--- src/design/assert_macros.svh ---
// Assertion macros shared by the subset/superset transform RTL.
`ifndef ASSERT_MACROS_SVH
`define ASSERT_MACROS_SVH

`ifndef SYNTHESIS

// Same-cycle implication, disabled while reset is asserted.
`define SSZT_ASSERT_IMPL(label, clk, rst_n, ante, cons) \
    label: assert property (@(posedge clk) disable iff (!rst_n) (ante) |-> (cons)) \
        else $error("assertion failed");

// Next-cycle implication, disabled while reset is asserted.
`define SSZT_ASSERT_NEXT(label, clk, rst_n, ante, cons) \
    label: assert property (@(posedge clk) disable iff (!rst_n) (ante) |=> (cons)) \
        else $error("assertion failed");

`else

`define SSZT_ASSERT_IMPL(label, clk, rst_n, ante, cons)
`define SSZT_ASSERT_NEXT(label, clk, rst_n, ante, cons)

`endif

`endif

--- src/design/sszt_pair_gen.sv ---
// Pair address generator: maps a pair counter and bit position to the two table indexes.
`default_nettype none

module sszt_pair_gen #(
    parameter int AW = 10,
    parameter int BW = 4
) (
    input  wire logic [BW-1:0] bit_idx,
    input  wire logic [AW-1:0] pair_idx,
    input  wire logic [BW-1:0] nb,
    output logic [AW-1:0]      m_addr,
    output logic [AW-1:0]      partner_addr,
    output logic               last_pair,
    output logic               last_bit
);

    logic [AW-1:0] sel;
    logic [AW-1:0] lo_mask;
    logic [AW:0]   span;
    logic [AW-1:0] half_m1;

    always_comb
    begin
        sel          = AW'(1) << bit_idx;
        lo_mask      = sel - AW'(1);
        m_addr       = ((pair_idx & ~lo_mask) << 1) | sel | (pair_idx & lo_mask);
        partner_addr = m_addr ^ sel;
        span         = (AW+1)'(1) << nb;
        half_m1      = AW'((span >> 1) - (AW+1)'(1));
        last_pair    = (pair_idx == half_m1);
        last_bit     = ((bit_idx + BW'(1)) == nb);
    end

endmodule

`default_nettype wire

--- config.mk ---
export PLATFORM = sky130hd
export DESIGN_NAME = sszt_pair_gen
export DESIGN_NICKNAME = d
export VERILOG_FILES = /design/src/design/assert_macros.svh /design/src/design/sszt_pair_gen.sv
export SDC_FILE = /design/constraint.sdc
export NUM_CORES = 1
export LEC_CHECK = 0
export BUFFER_PORTS_ARGS = -buffer_cell sky130_fd_sc_hd__buf_2
export CAP_MARGIN = 40
export CORE_MARGIN = 4
export CORE_UTILIZATION = 25
export DETAILED_ROUTE_END_ITERATION = 10
export GPL_TIMING_DRIVEN = 0
export PLACE_DENSITY = 0.46
export RECOVER_POWER = 100
export SETUP_SLACK_MARGIN = 0.1
export SYNTH_ARGS = -nofsm -noshare
export SYNTH_HDL_FRONTEND = slang
export SYNTH_SLANG_ARGS = --single-unit
--- constraint.sdc ---
create_clock -name vclk -period 4.4
set_input_delay 0 -clock vclk [all_inputs]
set_output_delay 0 -clock vclk [all_outputs]
set_load 0.03 [all_outputs]
# == Word-level counts from Yosys, hierarchy flattened ==
# Index checks and enable logic that the tools add are counted.
# word_totals
ff_bits,0
latch_bits,0
ram_bits,0
rom_bits,0
inputBits,18
out_inout_bits,22
elab_cells,13
memories,0
# classes
add_sub_neg,3
mul,0
div,0
magnitude_cmp,0
eq_ne,2
shifts,2
n_mux,0
bitwise_logic,6
n_reduce_logical,0
# op_table
op,n
bitwise OR 10 bit,2
subtractor 10 x 1 -> 10 bit (second input constant),2
left shift 1 x 4 -> 11 bit (first input constant),1
bitwise AND 10 bit,1
equality test 10 bit,1
left shift 1 x 4 -> 10 bit (first input constant),1
bitwise XOR 10 bit,1
bitwise AND 9 bit,1
inverter 9 bit,1
adder 4 x 1 -> 4 bit (second input constant),1
equality test 4 bit,1

# == Depth between registers and ports, before layout ==
# logic_depth
word_depth,7
mapped_depth,11
depth_no_buf,9

# == Worst setup path before layout ==
# Ideal clock, no wire load.
# synth_path
path_kind,input-to-output
startpoint,in bit_idx[2]
endpoint,out partner_addr[5]
arrival_time_ps,2029
required_ps,4400
slack_ps,2371
path_stages,9
n_path_buf,2
path_cell_list,buf_2 inv_1 ha_1 buf_2 nor4_1 or2_2 a21oi_1 nand2b_1 a21boi_0
# synth_via
elab_chain_cells,7
elab_cells_between_ends,8
cone_classes,1 x add/sub; 1 x shift; 6 x bitwise
# synth_lines
element,line_no,rtl
start: declaration,sszt_pair_gen.sv:8,"input wire logic [BW-1:0] bit_idx,"
left shift 1 x 4 -> 10 bit (*),sszt_pair_gen.sv:24,sel = AW'(1) << bit_idx;
subtractor 10 x 1 -> 10 bit,sszt_pair_gen.sv:25,lo_mask = sel - AW'(1);
inverter 9 bit,sszt_pair_gen.sv:26,m_addr = ((pair_idx & ~lo_mask) << 1) | sel | (pair_idx & lo_mask);
bitwise AND 9 bit,sszt_pair_gen.sv:26,
bitwise OR 10 bit (2 in series),sszt_pair_gen.sv:26,
bitwise XOR 10 bit (*),sszt_pair_gen.sv:27,partner_addr = m_addr ^ sel;
end: declaration,sszt_pair_gen.sv:12,"output logic [AW-1:0] partner_addr,"
# Mark *: on every way between the ends. The rest lies on a longest branch, timed or not.

# == Worst setup path in the final report ==
# layout_path
startpoint,in bit_idx[0]
endpoint,out partner_addr[9]
# The elaborated chain is that of the path after synthesis.

==> key figures <==
STA
  • Final critical-path required period: 2630 ps
  • RSZ-0062 raised after global routing: no
  • Tcrit/Tclk final: ~60%
  • Fmax: 381 MHz
  • Max-slew headroom: 66.6%
  • Post-route setup TNS: 0 ps
  • Max Slew Vio Count: 0
  • Endpoints failing setup: 0
  • Final hold vios: 0
  • Measured slew at the worst slew-check pin: 501 ps

Synth
  • Syn Inst Count: 156
  • Synth cell types: 39
  • Syn. warnings: 0
  • Seq/Total Area, Yosys: 0%
  • Syn Area/Cell: about 6.4 sq um
  • Cell Area, Synth: 991 sq um
  • Post-Syn Nets: 182

Setup path
  • CP max FO: 10
  • Setup crit end: partner_addr[9]
  • Startpoint Class: primary input
  • Crit path DAT: 2630 ps
  • CP max stage delay: 430 ps
  • Ordered list of cells on the worst path: buf_2 -> inv_1 -> ha_1 -> clkbuf_1 -> nand2_1 -> ha_1 -> clkbuf_1 -> nor2b_1 -> o21ai_0 -> a32oi_1 -> o21ai_0 -> and2_1 -> clkbuf_1
  • Most frequent CP cell: clkbuf_1
  • Slowest-stage cell, CP: clkbuf_1
  • Critical path type: in2out
  • Critical Path Sink Type: output port
  • Worst path required time: between 4000 and 5000 ps
  • Beginning of the critical path: bit_idx[0]

Global route
  • Vias in the first global route: 1070
  • Largest net degree at the start of global routing: 11
  • First-pass GRT wire length: 5.15 mm
  • Initial antenna violation count: 0
  • Total grt overflow: 0
  • All-Layer GR Usage: a little under an eighth

Finish
  • Reg area: 0 sq um
  • ANT cells: 0
  • Nets: 223
  • Syn-to-layout area delta: 23.1%
  • Sequential cells: 0
  • CLK BUF: 0
  • Share of cells above drive strength 1: about 17%

Placed design
  • Port Buf Inserts: 39
  • Post-DP HPWL: between 2 and 3 mm
  • GP Congestion: 0.790

Routing
  • Drt wl/cell: 12.8 um
  • Final ANT Viol Nets: 0
  • Vias per inst: approximately 4.8
  • DR vias: 1172
  • Drc violations: 0
  • Initial drt markers: 50
  • TritonRoute pass-1 iters: 4
  • Routed WL: 3.11 mm

Worst hold path
  • Type of the worst min-delay path: in2out

Floorplanning
  • Top Ports: 40
  • Core Area: 3740 sq um
  • Die area: 5040 sq um
  • Initial Util: 26.5%
  • Die width: 71.0 um
  • Num rows: 22
  • Die height: 71.0 um

Power
  • Worst VDD drop: 44.7 uV
  • Total power: around 0.17 mW
  • Leakage power: 0.516 nW
  • Power per cell area: between 100 and 150 nW/um^2

CTS
  • Post_cts resized: 0
  • Post-CTS Setup Repair Bufs: 0
  • Cts hold-fix bufs: 0

Outcome
  • Status: completed

Flow run
  • Max Cap Violations: 0
-- routing by layer --
| metal | global-route usage (%) | up-vias | share of wire [%] |
|---|---|---|---|
| met5 | 0 | - | 0 |
| met4 | 0 | 0 | 0 |
| met3 | 1.28 | 0 | 5.5 |
| met2 | 17.3 | 29 | 42 |
| met1 | 19.3 | 511 | 53 |
| li1 | - | 632 | - |
-- final cells by class --
cell class / count / area, sq um
plain buffers: 12 / 62.6
fillers: 462 / 2520
inverters: 8 / 30.0
multi-input cells: 136 / 897
well taps: 48 / 60.1
repair buffers: 39 / 170
-- cells in the mapped netlist --
library cell  number  area share (%)
nand2b_1           4             2.5
nand2_1           20             7.6
a32oi_1            2             1.8
and4bb_2           1             1.3
or3_1              1            0.63
ha_1               8              10
xor2_1             6             5.3
mux2i_1            1             1.0
a311o_1            1             1.0
inv_1              8             3.0
xnor2_1           14              12
and3_1             3             1.9
clkbuf_1           2            0.76
o21ai_0           11             5.6
a22oi_1            5             3.8
buf_6              1             1.1
o21a_1             1            0.76
nand3_1            3             1.5
o22ai_1            1            0.63
nor4_2             1             1.3
nand4_1            3             1.9
a21boi_0           2             1.5
nor3_1             3             1.5
or2_2              1            0.63
a21oi_1           12             6.1
nor4_1             3             1.9
nor2_1             9             3.4
or3b_2             1            0.88
and2_1             4             2.5
buf_2              9             4.5
o211a_1            1             1.0
o211ai_1           2             1.5
nor2b_1            4             2.5
nor2_2             1            0.63
o31ai_1            1            0.76
nand3b_1           2             1.5
a31oi_1            2             1.3
a32o_1             1             1.0
a211o_2            1             1.0
-- worst max-delay path, delay by kind of cell --
family,cells,cell delay [ps]
compound gates,3,470
simple gates,3,530
fa+ha+maj,2,470
buf+inv,5,1160
-- how the worst min path moves through the flow --
stage	endpoint	slack, ps	from	cells after the start
4_1_cts	partner_addr[7]	400	pair_idx[6]	4
6_report	m_addr[0]	410	pair_idx[0]	3
3_3_place_gp	partner_addr[7]	390	pair_idx[6]	4
5_1_grt	m_addr[0]	430	pair_idx[0]	3
3_5_place_dp	partner_addr[7]	400	pair_idx[6]	4
2_1_floorplan	last_pair	200	pair_idx[8]	2
-- placed cells by master, fill, tap and decap left out --
master / synthesis / routed
a311o_1: 1 / 1
o22ai_1: 1 / 1
nor2_1: 9 / 9
nand3b_1: 2 / 2
and3_1: 3 / 3
or3b_2: 1 / 1
and2_0: 0 / 1
ha_1: 8 / 8
o31ai_1: 1 / 1
a32oi_1: 2 / 2
and4bb_2: 1 / 1
or2_2: 1 / 1
nor4_1: 3 / 3
a21boi_0: 2 / 2
clkbuf_1: 2 / 23
xor2_1: 6 / 6
o21a_1: 1 / 1
a21oi_1: 12 / 12
a31oi_1: 2 / 2
a22oi_1: 5 / 5
nor2b_1: 4 / 4
xnor2_1: 14 / 14
a32o_1: 1 / 1
and2_1: 4 / 3
or3_1: 1 / 1
nand4_1: 3 / 3
inv_1: 8 / 8
nand2b_1: 4 / 4
o21ai_0: 11 / 11
nand3_1: 3 / 3
buf_6: 1 / 1
buf_2: 9 / 27
nor2_2: 1 / 1
mux2i_1: 1 / 1
nor3_1: 3 / 3
nor4_2: 1 / 1
o211ai_1: 2 / 2
nand2_1: 20 / 20
a211o_2: 1 / 1
o211a_1: 1 / 1
-- cells by family after synthesis --
logic type / share of synthesized area, %
AOI/OAI and AO/OA: 27.7
xor gates and xnor gates: 17.7
muxes: 1.01
adders and majority gates: 10.1
buffers and inverters: 9.47
and+or+nand+nor: 34.1
-- where the power goes --
part           switching (mW)  internal, mW
Sequential                  0             0
Combinational           0.113        0.0575
Clock                       0             0
Total                   0.113        0.0575
-- per-stage QoR --
step	util [%]	setup WS, ps	hold WS, ps	cell area (sq um)	std cells
2_1_floorplan	-	2370	202	991	156
3_3_place_gp	33.3	2100	391	1250	243
3_5_place_dp	33.3	2120	396	1250	243
4_1_cts	33.3	2110	397	1250	243
5_1_grt	32.6	1470	427	1220	243
6_report	32.6	1770	408	1220	243
Note: power is estimated with default switching activity, not from simulation.
